$ cat config.mk
export PLATFORM = sky130hd
export DESIGN_NAME = rolling_band_breakout_trader
export DESIGN_NICKNAME = d
export VERILOG_FILES = /design/src/rtl/core/rbbt_pkg.sv /design/src/rtl/core/rbbt_mac.sv /design/src/rtl/core/rolling_band_breakout_trader.sv
export SDC_FILE = /design/constraint.sdc
export NUM_CORES = 2
export LEC_CHECK = 0
export ABC_AREA = 1
export BUFFER_PORTS_ARGS = -buffer_cell sky130_fd_sc_hd__buf_2
export CORE_ASPECT_RATIO = 1.5
export CORE_MARGIN = 2
export CORE_UTILIZATION = 50
export CTS_BUF_LIST = sky130_fd_sc_hd__clkbuf_4 sky130_fd_sc_hd__clkbuf_8 sky130_fd_sc_hd__clkbuf_16
export CTS_CLUSTER_SIZE = 20
export DETAILED_ROUTE_END_ITERATION = 10
export PLACE_DENSITY = 0.68
export SETUP_SLACK_MARGIN = 0.05
export SYNTH_ARGS = -nofsm -noshare
export SYNTH_HDL_FRONTEND = slang
export SYNTH_HIERARCHICAL = 1
export SYNTH_SLANG_ARGS = --single-unit
$ cat constraint.sdc
create_clock -name clock -period 11.3 [get_ports clock]
set_input_delay 1.13 -clock clock [delete_from_list [all_inputs] [get_ports clock]]
set_output_delay 1.13 -clock clock [all_outputs]
set_load 0.02 [all_outputs]
$ cat src/rtl/core/rbbt_pkg.sv
package rbbt_pkg;

   localparam int DIGIT_BITS     = 8;
   localparam int ACTION_BITS    = 3;
   localparam int WINDOW_BITS    = 7;
   localparam int LIMIT_BITS     = 10;
   localparam int BAND_BITS      = 11;
   localparam int BAND_SQ_BITS   = 2 * BAND_BITS;
   localparam int BAND_SHIFT     = 16;
   localparam int HELD_BITS      = LIMIT_BITS + 1;
   localparam int CASH_BITS      = 48;
   localparam int CASH_EXT_BITS  = CASH_BITS + 2;
   localparam int CSR_INDEX_BITS = 2;
   localparam int CSR_DATA_BITS  = 11;

   localparam logic [ACTION_BITS-1:0] ACT_WARMUP       = 3'd0;
   localparam logic [ACTION_BITS-1:0] ACT_HOLD         = 3'd1;
   localparam logic [ACTION_BITS-1:0] ACT_BUY          = 3'd2;
   localparam logic [ACTION_BITS-1:0] ACT_SELL         = 3'd3;
   localparam logic [ACTION_BITS-1:0] ACT_BUY_BLOCKED  = 3'd4;
   localparam logic [ACTION_BITS-1:0] ACT_SELL_BLOCKED = 3'd5;

   localparam logic [CSR_INDEX_BITS-1:0] CSR_WINDOW = 2'd0;
   localparam logic [CSR_INDEX_BITS-1:0] CSR_LIMIT  = 2'd1;
   localparam logic [CSR_INDEX_BITS-1:0] CSR_BAND   = 2'd2;

   localparam logic [WINDOW_BITS-1:0] WINDOW_RESET = 7'd20;
   localparam logic [LIMIT_BITS-1:0]  LIMIT_RESET  = 10'd5;
   localparam logic [BAND_BITS-1:0]   BAND_RESET   = 11'd512;

   localparam logic signed [CASH_BITS-1:0] CASH_MAX = {1'b0, {(CASH_BITS-1){1'b1}}};
   localparam logic signed [CASH_BITS-1:0] CASH_MIN = {1'b1, {(CASH_BITS-1){1'b0}}};

   typedef struct packed {
      logic load;
      logic step;
      logic sub;
   } mac_ctrl_type;

   function automatic logic signed [CASH_BITS-1:0] sat_cash(
      input logic signed [CASH_EXT_BITS-1:0] v
   );
      logic signed [CASH_EXT_BITS-1:0] hi;
      logic signed [CASH_EXT_BITS-1:0] lo;
      hi = CASH_EXT_BITS'(CASH_MAX);
      lo = CASH_EXT_BITS'(CASH_MIN);
      if (v > hi) begin
         sat_cash = CASH_MAX;
      end else if (v < lo) begin
         sat_cash = CASH_MIN;
      end else begin
         sat_cash = v[CASH_BITS-1:0];
      end
   endfunction

endpackage

$ cat src/rtl/core/rbbt_mac.sv
module rbbt_mac
   import rbbt_pkg::*;
#(
   parameter int ACC_BITS = 85,
   parameter int MUL_BITS = 31
) (
   input  logic                clock,
   input  mac_ctrl_type        ctrl,
   input  logic [ACC_BITS-1:0] acc_init,
   input  logic [ACC_BITS-1:0] x_init,
   input  logic [MUL_BITS-1:0] y_init,
   output logic [ACC_BITS-1:0] acc,
   output logic [ACC_BITS-1:0] acc_next,
   output logic                last
);

   logic [ACC_BITS-1:0]            acc_ff, acc_in;
   logic [ACC_BITS-1:0]            x_ff, x_in;
   logic [MUL_BITS-1:0]            y_ff, y_in;
   logic                           sub_ff, sub_in;
   logic [ACC_BITS+DIGIT_BITS-1:0] prod;
   logic [ACC_BITS-1:0]            sum;

   // one 8-bit digit of y per cycle while step is high, x moves up a digit each step
   always_comb begin
      prod   = x_ff * y_ff[DIGIT_BITS-1:0];
      sum    = sub_ff ? acc_ff - prod[ACC_BITS-1:0] : acc_ff + prod[ACC_BITS-1:0];
      acc_in = acc_ff;
      x_in   = x_ff;
      y_in   = y_ff;
      sub_in = sub_ff;
      if (ctrl.load) begin
         acc_in = acc_init;
         x_in   = x_init;
         y_in   = y_init;
         sub_in = ctrl.sub;
      end else if (ctrl.step) begin
         acc_in = sum;
         x_in   = x_ff << DIGIT_BITS;
         y_in   = y_ff >> DIGIT_BITS;
      end
   end

   always_ff @(posedge clock) begin
      acc_ff <= acc_in;
      x_ff   <= x_in;
      y_ff   <= y_in;
      sub_ff <= sub_in;
   end

   assign acc      = acc_ff;
   assign acc_next = sum;
   // stop once the digits still to come are all zero
   assign last     = (y_ff >> DIGIT_BITS) == '0;

endmodule

$ cat src/rtl/core/rolling_band_breakout_trader.sv
// Rolling band breakout trader: one price per item, one result per item. The block is busy
// from the accepted item until its result is loaded into the output register, and takes the
// next item while that result still waits. All products (price squares, N*Q - S^2, the band
// term, the deviation N*P - S, the squared deviation and the marked value) run through one
// multiply-accumulate unit that consumes one 8-bit digit of its narrow operand per cycle and
// stops early when the remaining digits are zero. The price ring is a memory with one read
// and one write per item and needs no clearing after reset; configuration is always ready,
// and a window_length write restarts warm-up while keeping position and cash.
module rolling_band_breakout_trader
   import rbbt_pkg::*;
#(
   parameter int WINDOW_MAX = 64,
   parameter int PRICE_BITS = 24
) (
   input  logic                        clock,
   input  logic                        reset,
   input  logic                        req_valid,
   output logic                        req_stall,
   input  logic [PRICE_BITS-1:0]       req_price_ticks,
   output logic                        rsp_valid,
   input  logic                        rsp_stall,
   output logic [ACTION_BITS-1:0]      rsp_action,
   output logic signed [HELD_BITS-1:0] rsp_position,
   output logic signed [CASH_BITS-1:0] rsp_cash_balance,
   output logic signed [CASH_BITS-1:0] rsp_marked_value,
   input  logic                        csr_valid,
   output logic                        csr_ready,
   input  logic [CSR_INDEX_BITS-1:0]   csr_index,
   input  logic [CSR_DATA_BITS-1:0]    csr_data
);

   localparam int WINDOW_REG_MAX = (1 << WINDOW_BITS) - 1;
   localparam int N_MAX     = (WINDOW_MAX < WINDOW_REG_MAX) ? WINDOW_MAX : WINDOW_REG_MAX;
   localparam int N_BITS    = $clog2(N_MAX + 1);
   localparam int PTR_BITS  = $clog2(WINDOW_MAX);
   localparam int SUM_BITS  = PRICE_BITS + N_BITS;
   localparam int SQ_BITS   = 2 * PRICE_BITS + N_BITS;
   localparam int VAR_BITS  = SQ_BITS + N_BITS;
   localparam int RHS_BITS  = VAR_BITS + BAND_SQ_BITS;
   localparam int ACC_WANT  = RHS_BITS + 1;
   localparam int ACC_BITS  = (ACC_WANT > CASH_EXT_BITS) ? ACC_WANT : CASH_EXT_BITS;
   localparam int MUL_BITS  = (SUM_BITS > BAND_SQ_BITS) ? SUM_BITS : BAND_SQ_BITS;

   localparam logic [1:0] ST_IDLE = 2'd0;
   localparam logic [1:0] ST_LOAD = 2'd1;
   localparam logic [1:0] ST_RUN  = 2'd2;
   localparam logic [1:0] ST_OUT  = 2'd3;

   localparam logic [3:0] OP_QNEW = 4'd0;
   localparam logic [3:0] OP_QOLD = 4'd1;
   localparam logic [3:0] OP_DVN  = 4'd2;
   localparam logic [3:0] OP_DVS  = 4'd3;
   localparam logic [3:0] OP_BSQ  = 4'd4;
   localparam logic [3:0] OP_RHS  = 4'd5;
   localparam logic [3:0] OP_DIFF = 4'd6;
   localparam logic [3:0] OP_LHS  = 4'd7;
   localparam logic [3:0] OP_MARK = 4'd8;

   logic [1:0]                  state_ff, state_in;
   logic [3:0]                  op_ff, op_in;
   logic [WINDOW_BITS-1:0]      window_ff, window_in;
   logic [LIMIT_BITS-1:0]       limit_ff, limit_in;
   logic [BAND_BITS-1:0]        band_ff, band_in;
   logic [PTR_BITS-1:0]         ptr_ff, ptr_in;
   logic [N_BITS-1:0]           fill_ff, fill_in;
   logic [SUM_BITS-1:0]         sum_ff, sum_in;
   logic [SQ_BITS-1:0]          sq_ff, sq_in;
   logic signed [HELD_BITS-1:0] held_ff, held_in;
   logic signed [CASH_BITS-1:0] cash_ff, cash_in;
   logic                        rsp_valid_ff, rsp_valid_in;

   logic [PRICE_BITS-1:0]       price_ff, price_in;
   logic [PRICE_BITS-1:0]       old_ff;
   logic                        warm_ff, warm_in;
   logic [ACTION_BITS-1:0]      action_ff, action_in;
   logic [VAR_BITS-1:0]         var_ff, var_in;
   logic [BAND_SQ_BITS-1:0]     bsq_ff, bsq_in;
   logic [RHS_BITS-1:0]         rhs_ff, rhs_in;
   logic [SUM_BITS-1:0]         dmag_ff, dmag_in;
   logic                        dpos_ff, dpos_in;
   logic                        dneg_ff, dneg_in;
   logic [ACTION_BITS-1:0]      rsp_action_ff, rsp_action_in;
   logic signed [HELD_BITS-1:0] rsp_position_ff, rsp_position_in;
   logic signed [CASH_BITS-1:0] rsp_cash_ff, rsp_cash_in;
   logic signed [CASH_BITS-1:0] rsp_marked_ff, rsp_marked_in;

   logic [PRICE_BITS-1:0]       ring_mem [WINDOW_MAX];

   mac_ctrl_type                mac_ctrl;
   logic [ACC_BITS-1:0]         acc_init, x_init, acc, acc_next;
   logic [MUL_BITS-1:0]         y_init;
   logic                        mac_last;

   logic [N_BITS-1:0]           n_eff;
   logic [PTR_BITS:0]           ptr_inc;
   logic signed [HELD_BITS-1:0] limit_s;
   logic [HELD_BITS-1:0]        held_abs;
   logic [ACC_BITS-1:0]         d_abs;
   logic                        d_neg, d_pos, breakout;
   logic signed [ACC_BITS-1:0]  acc_s, mark_max, mark_min;
   logic signed [CASH_BITS-1:0] mark_sat;
   logic signed [CASH_EXT_BITS-1:0] cash_ext, price_ext;

   rbbt_mac #(
      .ACC_BITS (ACC_BITS),
      .MUL_BITS (MUL_BITS)
   ) u_mac (
      .clock    (clock),
      .ctrl     (mac_ctrl),
      .acc_init (acc_init),
      .x_init   (x_init),
      .y_init   (y_init),
      .acc      (acc),
      .acc_next (acc_next),
      .last     (mac_last)
   );

   always_comb begin
      if (window_ff == '0) begin
         n_eff = N_BITS'(1);
      end else if (32'(window_ff) > N_MAX) begin
         n_eff = N_BITS'(N_MAX);
      end else begin
         n_eff = N_BITS'(window_ff);
      end
   end

   assign ptr_inc   = {1'b0, ptr_ff} + 1'b1;
   assign limit_s   = {1'b0, limit_ff};
   assign held_abs  = held_ff[HELD_BITS-1] ? HELD_BITS'(-held_ff) : HELD_BITS'(held_ff);
   assign d_neg     = acc_next[ACC_BITS-1];
   assign d_pos     = !acc_next[ACC_BITS-1] && (acc_next != '0);
   assign d_abs     = d_neg ? '0 - acc_next : acc_next;
   // positive remainder means d^2 exceeds floor((N*Q - S^2) * band^2 / 65536)
   assign breakout  = d_pos;
   assign acc_s     = acc;
   assign mark_max  = ACC_BITS'(CASH_MAX);
   assign mark_min  = ACC_BITS'(CASH_MIN);
   assign cash_ext  = CASH_EXT_BITS'(cash_ff);
   assign price_ext = CASH_EXT_BITS'(price_ff);

   always_comb begin
      if (acc_s > mark_max) begin
         mark_sat = CASH_MAX;
      end else if (acc_s < mark_min) begin
         mark_sat = CASH_MIN;
      end else begin
         mark_sat = acc_s[CASH_BITS-1:0];
      end
   end

   always_comb begin
      state_in        = state_ff;
      op_in           = op_ff;
      window_in       = window_ff;
      limit_in        = limit_ff;
      band_in         = band_ff;
      ptr_in          = ptr_ff;
      fill_in         = fill_ff;
      sum_in          = sum_ff;
      sq_in           = sq_ff;
      held_in         = held_ff;
      cash_in         = cash_ff;
      rsp_valid_in    = rsp_valid_ff;
      price_in        = price_ff;
      warm_in         = warm_ff;
      action_in       = action_ff;
      var_in          = var_ff;
      bsq_in          = bsq_ff;
      rhs_in          = rhs_ff;
      dmag_in         = dmag_ff;
      dpos_in         = dpos_ff;
      dneg_in         = dneg_ff;
      rsp_action_in   = rsp_action_ff;
      rsp_position_in = rsp_position_ff;
      rsp_cash_in     = rsp_cash_ff;
      rsp_marked_in   = rsp_marked_ff;
      mac_ctrl        = '0;
      acc_init        = '0;
      x_init          = '0;
      y_init          = '0;

      if (rsp_valid_ff && !rsp_stall) begin
         rsp_valid_in = 1'b0;
      end

      case (state_ff)
         ST_IDLE: begin
            if (req_valid) begin
               price_in = req_price_ticks;
               warm_in  = fill_ff < n_eff;
               if (fill_ff < n_eff) begin
                  fill_in   = fill_ff + 1'b1;
                  action_in = ACT_WARMUP;
               end else begin
                  action_in = ACT_HOLD;
               end
               if (ptr_inc == (PTR_BITS+1)'(n_eff)) begin
                  ptr_in = '0;
               end else begin
                  ptr_in = ptr_inc[PTR_BITS-1:0];
               end
               op_in    = OP_QNEW;
               state_in = ST_LOAD;
            end
         end
         ST_LOAD: begin
            mac_ctrl.load = 1'b1;
            state_in      = ST_RUN;
            case (op_ff)
               OP_QNEW: begin
                  acc_init = ACC_BITS'(sq_ff);
                  x_init   = ACC_BITS'(price_ff);
                  y_init   = MUL_BITS'(price_ff);
                  // the displaced price leaves the sum once the window is full
                  sum_in   = sum_ff + SUM_BITS'(price_ff)
                             - (warm_ff ? '0 : SUM_BITS'(old_ff));
               end
               OP_QOLD: begin
                  acc_init     = acc;
                  x_init       = ACC_BITS'(old_ff);
                  y_init       = MUL_BITS'(old_ff);
                  mac_ctrl.sub = 1'b1;
               end
               OP_DVN: begin
                  x_init = ACC_BITS'(sq_ff);
                  y_init = MUL_BITS'(n_eff);
               end
               OP_DVS: begin
                  acc_init     = acc;
                  x_init       = ACC_BITS'(sum_ff);
                  y_init       = MUL_BITS'(sum_ff);
                  mac_ctrl.sub = 1'b1;
               end
               OP_BSQ: begin
                  x_init = ACC_BITS'(band_ff);
                  y_init = MUL_BITS'(band_ff);
               end
               OP_RHS: begin
                  x_init = ACC_BITS'(var_ff);
                  y_init = MUL_BITS'(bsq_ff);
               end
               OP_DIFF: begin
                  acc_init = '0 - ACC_BITS'(sum_ff);
                  x_init   = ACC_BITS'(price_ff);
                  y_init   = MUL_BITS'(n_eff);
               end
               OP_LHS: begin
                  acc_init = '0 - (ACC_BITS'(rhs_ff) >> BAND_SHIFT);
                  x_init   = ACC_BITS'(dmag_ff);
                  y_init   = MUL_BITS'(dmag_ff);
               end
               OP_MARK: begin
                  acc_init     = ACC_BITS'(cash_ff);
                  x_init       = ACC_BITS'(price_ff);
                  y_init       = MUL_BITS'(held_abs);
                  mac_ctrl.sub = held_ff[HELD_BITS-1];
               end
               default: begin
                  state_in = ST_IDLE;
               end
            endcase
         end
         ST_RUN: begin
            mac_ctrl.step = 1'b1;
            if (mac_last) begin
               state_in = ST_LOAD;
               case (op_ff)
                  OP_QNEW: begin
                     if (warm_ff) begin
                        sq_in = acc_next[SQ_BITS-1:0];
                        op_in = OP_MARK;
                     end else begin
                        op_in = OP_QOLD;
                     end
                  end
                  OP_QOLD: begin
                     sq_in = acc_next[SQ_BITS-1:0];
                     op_in = OP_DVN;
                  end
                  OP_DVN: begin
                     op_in = OP_DVS;
                  end
                  OP_DVS: begin
                     var_in = acc_next[VAR_BITS-1:0];
                     op_in  = OP_BSQ;
                  end
                  OP_BSQ: begin
                     bsq_in = acc_next[BAND_SQ_BITS-1:0];
                     op_in  = OP_RHS;
                  end
                  OP_RHS: begin
                     rhs_in = acc_next[RHS_BITS-1:0];
                     op_in  = OP_DIFF;
                  end
                  OP_DIFF: begin
                     dpos_in = d_pos;
                     dneg_in = d_neg;
                     dmag_in = d_abs[SUM_BITS-1:0];
                     op_in   = OP_LHS;
                  end
                  OP_LHS: begin
                     if (breakout && dpos_ff) begin
                        if (held_ff < limit_s) begin
                           action_in = ACT_BUY;
                           held_in   = held_ff + 1'b1;
                           cash_in   = sat_cash(cash_ext - price_ext);
                        end else begin
                           action_in = ACT_BUY_BLOCKED;
                        end
                     end else if (breakout && dneg_ff) begin
                        if (held_ff > -limit_s) begin
                           action_in = ACT_SELL;
                           held_in   = held_ff - 1'b1;
                           cash_in   = sat_cash(cash_ext + price_ext);
                        end else begin
                           action_in = ACT_SELL_BLOCKED;
                        end
                     end
                     op_in = OP_MARK;
                  end
                  OP_MARK: begin
                     state_in = ST_OUT;
                  end
                  default: begin
                     state_in = ST_IDLE;
                  end
               endcase
            end
         end
         ST_OUT: begin
            if (!rsp_valid_ff || !rsp_stall) begin
               rsp_valid_in    = 1'b1;
               rsp_action_in   = action_ff;
               rsp_position_in = held_ff;
               rsp_cash_in     = cash_ff;
               rsp_marked_in   = mark_sat;
               state_in        = ST_IDLE;
            end
         end
         default: begin
            state_in = ST_IDLE;
         end
      endcase

      if (csr_valid) begin
         case (csr_index)
            CSR_WINDOW: begin
               window_in = csr_data[WINDOW_BITS-1:0];
               ptr_in    = '0;
               fill_in   = '0;
               sum_in    = '0;
               sq_in     = '0;
            end
            CSR_LIMIT: begin
               limit_in = csr_data[LIMIT_BITS-1:0];
            end
            CSR_BAND: begin
               band_in = csr_data[BAND_BITS-1:0];
            end
            default: begin
            end
         endcase
      end
   end

   always_ff @(posedge clock) begin
      if (reset) begin
         state_ff     <= ST_IDLE;
         op_ff        <= OP_QNEW;
         window_ff    <= WINDOW_RESET;
         limit_ff     <= LIMIT_RESET;
         band_ff      <= BAND_RESET;
         ptr_ff       <= '0;
         fill_ff      <= '0;
         sum_ff       <= '0;
         sq_ff        <= '0;
         held_ff      <= '0;
         cash_ff      <= '0;
         rsp_valid_ff <= 1'b0;
      end else begin
         state_ff     <= state_in;
         op_ff        <= op_in;
         window_ff    <= window_in;
         limit_ff     <= limit_in;
         band_ff      <= band_in;
         ptr_ff       <= ptr_in;
         fill_ff      <= fill_in;
         sum_ff       <= sum_in;
         sq_ff        <= sq_in;
         held_ff      <= held_in;
         cash_ff      <= cash_in;
         rsp_valid_ff <= rsp_valid_in;
      end
   end

   always_ff @(posedge clock) begin
      price_ff        <= price_in;
      warm_ff         <= warm_in;
      action_ff       <= action_in;
      var_ff          <= var_in;
      bsq_ff          <= bsq_in;
      rhs_ff          <= rhs_in;
      dmag_ff         <= dmag_in;
      dpos_ff         <= dpos_in;
      dneg_ff         <= dneg_in;
      rsp_action_ff   <= rsp_action_in;
      rsp_position_ff <= rsp_position_in;
      rsp_cash_ff     <= rsp_cash_in;
      rsp_marked_ff   <= rsp_marked_in;
   end

   // read the displaced price and write the new one in the same edge
   always_ff @(posedge clock) begin
      if (state_ff == ST_IDLE && req_valid) begin
         old_ff           <= ring_mem[ptr_ff];
         ring_mem[ptr_ff] <= req_price_ticks;
      end
   end

   assign req_stall        = state_ff != ST_IDLE;
   assign csr_ready        = 1'b1;
   assign rsp_valid        = rsp_valid_ff;
   assign rsp_action       = rsp_action_ff;
   assign rsp_position     = rsp_position_ff;
   assign rsp_cash_balance = rsp_cash_ff;
   assign rsp_marked_value = rsp_marked_ff;

endmodule
* Word level (Yosys, flattened, before mapping)
Memory sizes are Yosys's and may differ from the RTL's. A register that Yosys moved wholly into a read port is not among the register bits.
Cells that the tools add are included.
** Operators by class
- $add $sub $neg :: 15
- $mul :: 1
- Magnitude comparators :: 10
- Eq/ne operators :: 22
- Muxes and demuxes :: 79
- Reductions and logical operators :: 39
** Operators with widths (number)
- $mux 85 :: 6
- $pmux 62 s7 :: 1
- $mux 48 :: 9
- $pmux 85 s5 :: 1
- $mux 55 :: 5
- $mux 31 :: 8
- $pmux 31 s8 :: 1
- $pmux 55 s2 :: 1
- $gt 49x48->1 const B :: 2
- $lt 49x48->1 const B :: 2
- $add 85x85->85 :: 1
- $gt 85x48->1 const B :: 1
- $lt 85x48->1 const B :: 1
- $mul 85x8->85 :: 1
- $reduce_bool 85->1 :: 1
- $sub 85x85->85 :: 1
- $sub 1x68->69 const A :: 1
- $mux 62 :: 1
- $mux 11 :: 5
- $add 48x25->49 :: 1
- $mux 7 :: 7
- $sub 48x25->49 :: 1
- $pmux 4 s8 :: 1
- $sub 1x31->32 const A :: 1
- other kinds (52) :: 106
** Word-level totals
- Bits in registers :: 734
- Bits in writable memories :: 1536
- Input bits :: 42
- Output and inout bits :: 113
- Logic and storage cells :: 196
- Memories :: 1
** Memory list
- ring_mem :: words 64, bits a word 24, read ports 1, clocked after memory_dff 1, write ports 1, line rolling_band_breakout_trader.sv:87 : logic [PRICE_BITS-1:0] ring_mem [WINDOW_MAX];

* Depth between registers and ports, before layout
- Depth in word-level cells :: 11
- Depth in mapped cells :: 77

* Cells and area by module
Netlist, hierarchy kept.
** By module, submodules not included
- rolling_band_breakout_trader :: times used 1, cells an instance 8168, area each 92005.7 um^2
- rbbt_mac :: times used 1, cells an instance 6639, area each 42000.3 um^2

* Worst setup path after synthesis
OpenSTA, ideal clock, no wires.
- Kind :: reg2reg
- From :: register u_mac.y_ff[7]
- To :: register held_ff[10]
- Arrival :: 10.405 ns
- Required time :: 11.182 ns
- Path slack :: 0.777 ns
- Cell stages (with the launch flop) :: 65
- Path buffers :: 5
- Cell sequence :: edfxtp_1 clkbuf_1 clkbuf_1 buf_1 nand2_1 fa_1 fa_1 inv_1 fa_1 inv_1 fa_1 inv_1 ha_1 nand2_1 nand2_1 inv_2 nand2_1 nand2_1 (+29 left out) nand2_1 inv_2 nand2_1 buf_2 buf_1 ha_1 a21o_1 a21oi_1 o21ai_0 a21oi_1 o21bai_1 nand2_1 nand2_1 a21oi_1 xor2_1 o21ai_0 nand2_1 nor2_1
** Between the ends
- Word-level cells in the longest chain between the ends :: 8
- Elaborated cells on any way between the ends :: 14
- Those cells by class :: add/sub: 2; mul: 1; eq/ne: 1; mux: 2; reduce/logical: 8
** RTL lines
- start: declaration :: line rbbt_mac.sv:19 : logic [MUL_BITS-1:0] y_ff, y_in;
- start signal: assignment :: line rbbt_mac.sv:47 : y_ff <= y_in;
- $mul 85x8->85 * :: line rbbt_mac.sv:26 : prod = x_ff * y_ff[DIGIT_BITS-1:0];
- $add 85x85->85 or $sub 85x85->85 (tied branches) :: line rbbt_mac.sv:27 : sum = sub_ff ? acc_ff - prod[ACC_BITS-1:0] : acc_ff + prod[ACC_BITS-1:0];
- $mux 85 * :: line rbbt_mac.sv:27
- via acc_next[80] :: line rolling_band_breakout_trader.sv:90 : logic [ACC_BITS-1:0] acc_init, x_init, acc, acc_next;
- $reduce_bool 85->1 * :: line rolling_band_breakout_trader.sv:132 : assign d_pos = !acc_next[ACC_BITS-1] && (acc_next != '0);
- $logic_and 1x1->1 * :: line rolling_band_breakout_trader.sv:132
- via breakout :: line rolling_band_breakout_trader.sv:99 : logic d_neg, d_pos, breakout;
- $logic_and 1x1->1, on equally long branches :: line rolling_band_breakout_trader.sv:303, rolling_band_breakout_trader.sv:311
- $ne 2x1->1 (no line) or $reduce_bool 2->1 (tied branches)
- $reduce_and 6->1 (no line)
- end signal: assignment :: line rolling_band_breakout_trader.sv:391 : held_ff <= held_in;
- end: declaration :: line rolling_band_breakout_trader.sv:68 : logic signed [HELD_BITS-1:0] held_ff, held_in;
The timed path passes the listed nets; every way through them passes the cells marked *.
A chain may end at the register's enable or synchronous reset.

* Final worst setup path
- From :: register u_mac.y_ff[4]
- To :: register held_ff[9]
Same word-level chain as after synthesis.

==> results.md <==
- Status: complete, but fails checks
- Failing checks: setup timing
- Avg Inst Size Synth: 9.05 um^2
- Crit path max-delay family: simple AND/OR/NAND/NOR gates
- Reg-to-Reg End: held_ff[9]
- CORE AREA: between 200000 and 300000 um^2
- Post-synthesis mux area share: 0
- DIE AREA: 272000 um^2
- Cell Area, Synth: 134000 um^2
- Clock Tree Root: clkbuf_16
- Critical path endpoint category: flop
- Residual DRC count: 0
- Placed Area: approximately 150000 um^2
- Worst-path clk slew: 70 ps
- Hold_ws: around 460 ps
- Post-DP HPWL: approximately 440 mm
- Post-synth ARST share: 0
- Port buffer count: 153
- Std cell rows: between 200 and 250
- Hold-fix buffers at CTS: 0
- Library cells used by synthesis: 76
- Gpl congestion: 1.10
- Top FF cell, synth: edfxtp_1
- Worst Path Buf+Inv: 20
- Slew Limit Fails: 0
- Worst Max-Slew Pin Slew: 1470 ps
- Finished layout cell area: 162000 um^2
- ANT nets after route: 0
- RSZ-0062 raised after global routing: yes
- Layout cells sized above 1: 0.188
- Sink Count: ~2300
- First-pass GRT wire length: about 800 mm
- CTS tree: done
- Synth Area in Simple Gates: 0.192
- Via-per-instance ratio: between 5 and 6
- DR WL/cell: ~29 um
- Yosys reg bits: 2278
- Initial DRT Pass Iterations: 8
- Sequential area share after synthesis: 0.496
- Worst slew margin: 0.0221
- Crit path required time: 12110 ps
- Crit-path slowest cell: fa_1
- Final wirelength: 585 mm
- Worst path arrival time: 12270 ps
- IO Count: 155
- Final Non-Filler Cells: between 20000 and 25000
- Final nets: 17231
- DP Cell Count: 19629
- Max frequency: about 87 MHz
- CTS Buf Count: 220
- Syn Inst Count: 14807
- Total gr overflow: 0
- Slowest stage delay, CP: 560 ps
- Via count: 116644
- Total Routing Usage GR: 0.426
- Die Span Y: 638 um
- Fraction of the mapped netlist area in compound gates: 0.101
- Main combinational cell family by area after synthesis: simple AND/OR/NAND/NOR gates
- Min-delay src: sq_ff[12]
- Reg2reg start: u_mac/y_ff[4]
- Initial antenna violation count: 53
- Hold Crit Class: flop to flop
- Worst Setup Start Kind: flop
- Synth Area in XOR/XNOR: 0.0190
- Hold Path Depth: 2
- Hold Fails Final Rpt: 0
- Post-synth EDFFs: 2085
- Final min period: ~11000 ps
- Final setup fails: 3
- Largest net degree at the start of global routing: 123
- R2R setup slack: -150 ps
- Crit Path Category: flop to flop
- Synth Area in Adders: 0.103
- Setup WS post-layout: -155 ps
- H-tree levels: 4
- Number of global-route vias before repair: about 120k
- Synth Warn #: 6
- Worst-Skew Late Latency: 950 ps
- Setup Skew: roughly 100 ps
- Synth-to-layout area growth: 20.8%
- Layout fillers: 23447
- Width of the die: 427 um
- Initial core utilization: 0.503
- R2r worst-path depth: 68
- Most used cell, CP: nand2_1
- Clk buf depth: 4
- Max-cap violations: 0
- Worst Hold End: sq_ff[12]
- Max FO, Critical Path: 13
- Period utilisation layout: 1.01
- Iter 0 DRT Violations: 12381
[cell usage in the layout, fill, tap and decap left out, types with 72 or more instances in the layout]
cell type  count
nand2_1     3874
inv_1       2455
edfxtp_1    2085
buf_4       1672
nor2_1       845
a21oi_1      632
fa_1         499
nand3_1      385
o21ai_0      380
nand4_1      317
ha_1         247
a22oi_1      241
clkbuf_16    224
a221oi_1     215
nor2_2       203
xor2_1       196
dfxtp_1      193
nand2_2      166
a22o_1       162
buf_2        153
nor3_1       110
xnor2_1       77
buf_12        77
nor2_4        72
[worst reg2reg max path, delay by kind of cell, from the launching register on]
| kind | cells | cell delay (ps) |
|---|---|---|
| flip-flops | 1 | 420 |
| XOR/XNOR | 3 | 550 |
| AND/OR/NAND/NOR | 29 | 3490 |
| buffers and inverters | 20 | 2460 |
| AO/OA/AOI/OAI | 9 | 1450 |
| adder cells (fa/ha/maj) | 7 | 3000 |
[what timing repair did]
action                                  in CTS  in global routing
setup buffers                               27                 11
endpoints found under the setup margin      66                 59
gates resized for setup                    470                219
gates cloned                                 1                  2
pin swaps                                   87                 77
[registers in the layout, indices dropped and copies added, names as in the netlist, 10 cells and up]
register          count
ring_mem           1536
u_mac/acc            85
u_mac/x_ff           85
rhs_ff               68
var_ff               62
sq_ff                55
cash_ff              48
rsp_cash_balance     48
rsp_marked_value     48
dmag_ff              31
sum_ff               31
u_mac/y_ff           31
old_ff               24
price_ff             24
bsq_ff               22
band_ff              11
held_ff              11
rsp_position         11
limit_ff             10
[cell usage after synthesis (36+ instances only)]
cell      number  area (um^2)
a22oi_1      241         1810
nand2_1     4023        15100
inv_1       2478         9300
o21ai_0      411         2060
xnor2_1       78          683
buf_1         80          300
ha_1         305         3820
dfxtp_1      193         3860
nor2_1      1068         4010
nand3_1      401         2010
nand2_2       37          231
a21oi_1      696         3480
o211ai_1      36          270
xor2_1       211         1850
o22ai_1       41          257
fa_1         502        10000
a221oi_1     216         1890
a31oi_1       80          500
nor4_1        59          369
nand4_1      317         1980
nor2_2        43          269
edfxtp_1    2085        62600
nor3_1       132          661
a22o_1       162         1420
clkbuf_1     446         1670
[layout make-up]
cell class                 instances  area (um^2)  share of cell area
sequential                      2278        66500               0.411
multi-input combinational       9438        58800               0.363
timing repair buffer            1924        15200              0.0938
inverter                        2520         9470              0.0585
clock buffer                     266         5920              0.0366
tap                             3510         4390              0.0271
clock inverter                   132         1500             0.00924
antenna                           40          100            0.000619
[layer usage]
layer,global-route usage,share of wire,up-vias
met5,0,0.00044,-
met4,0.434,0.13,38
met3,0.0802,0.075,2143
met2,0.717,0.48,6152
met1,0.431,0.31,56339
li1,-,-,51972
[stage by stage]
stage               setup slack [ps]  setup TNS [ps]   util
floorplan                        777               0      -
finish                          -155            -297  0.607
global placement               -2170          -98640  0.567
detailed placement             -2100          -95760  0.567
global route                    -627           -3730  0.607
CTS                            -9.73           -9.73  0.603
[cell families (layout without fill, tap and decap cells)]
group / count (synthesis) / count (layout)
AO/OA/AOI/OAI: 2114 / 2114
XOR/XNOR: 290 / 290
adder cells (fa/ha/maj): 807 / 807
buffers and inverters: 3113 / 4842
flip-flops: 2278 / 2278
other: 2 / 64
AND/OR/NAND/NOR: 6203 / 6203
[worst max-delay path by stage]
stage                        startpoint  slack, ps  cells past startpoint     endpoint
final                     u_mac/y_ff[4]       -150                     68   held_ff[9]
after global placement    u_mac/y_ff[7]      -2170                     66   held_ff[9]
after CTS                 u_mac/y_ff[7]        -10                     68   held_ff[9]
after floorplan           u_mac/y_ff[7]        780                     64  held_ff[10]
after detailed placement  u_mac/y_ff[7]      -2100                     66   held_ff[9]
after global routing      u_mac/y_ff[4]       -630                     68   held_ff[9]
Power is not shown: default switching activity piles up to over one toggle a cycle in this logic, so the estimate is an artifact.
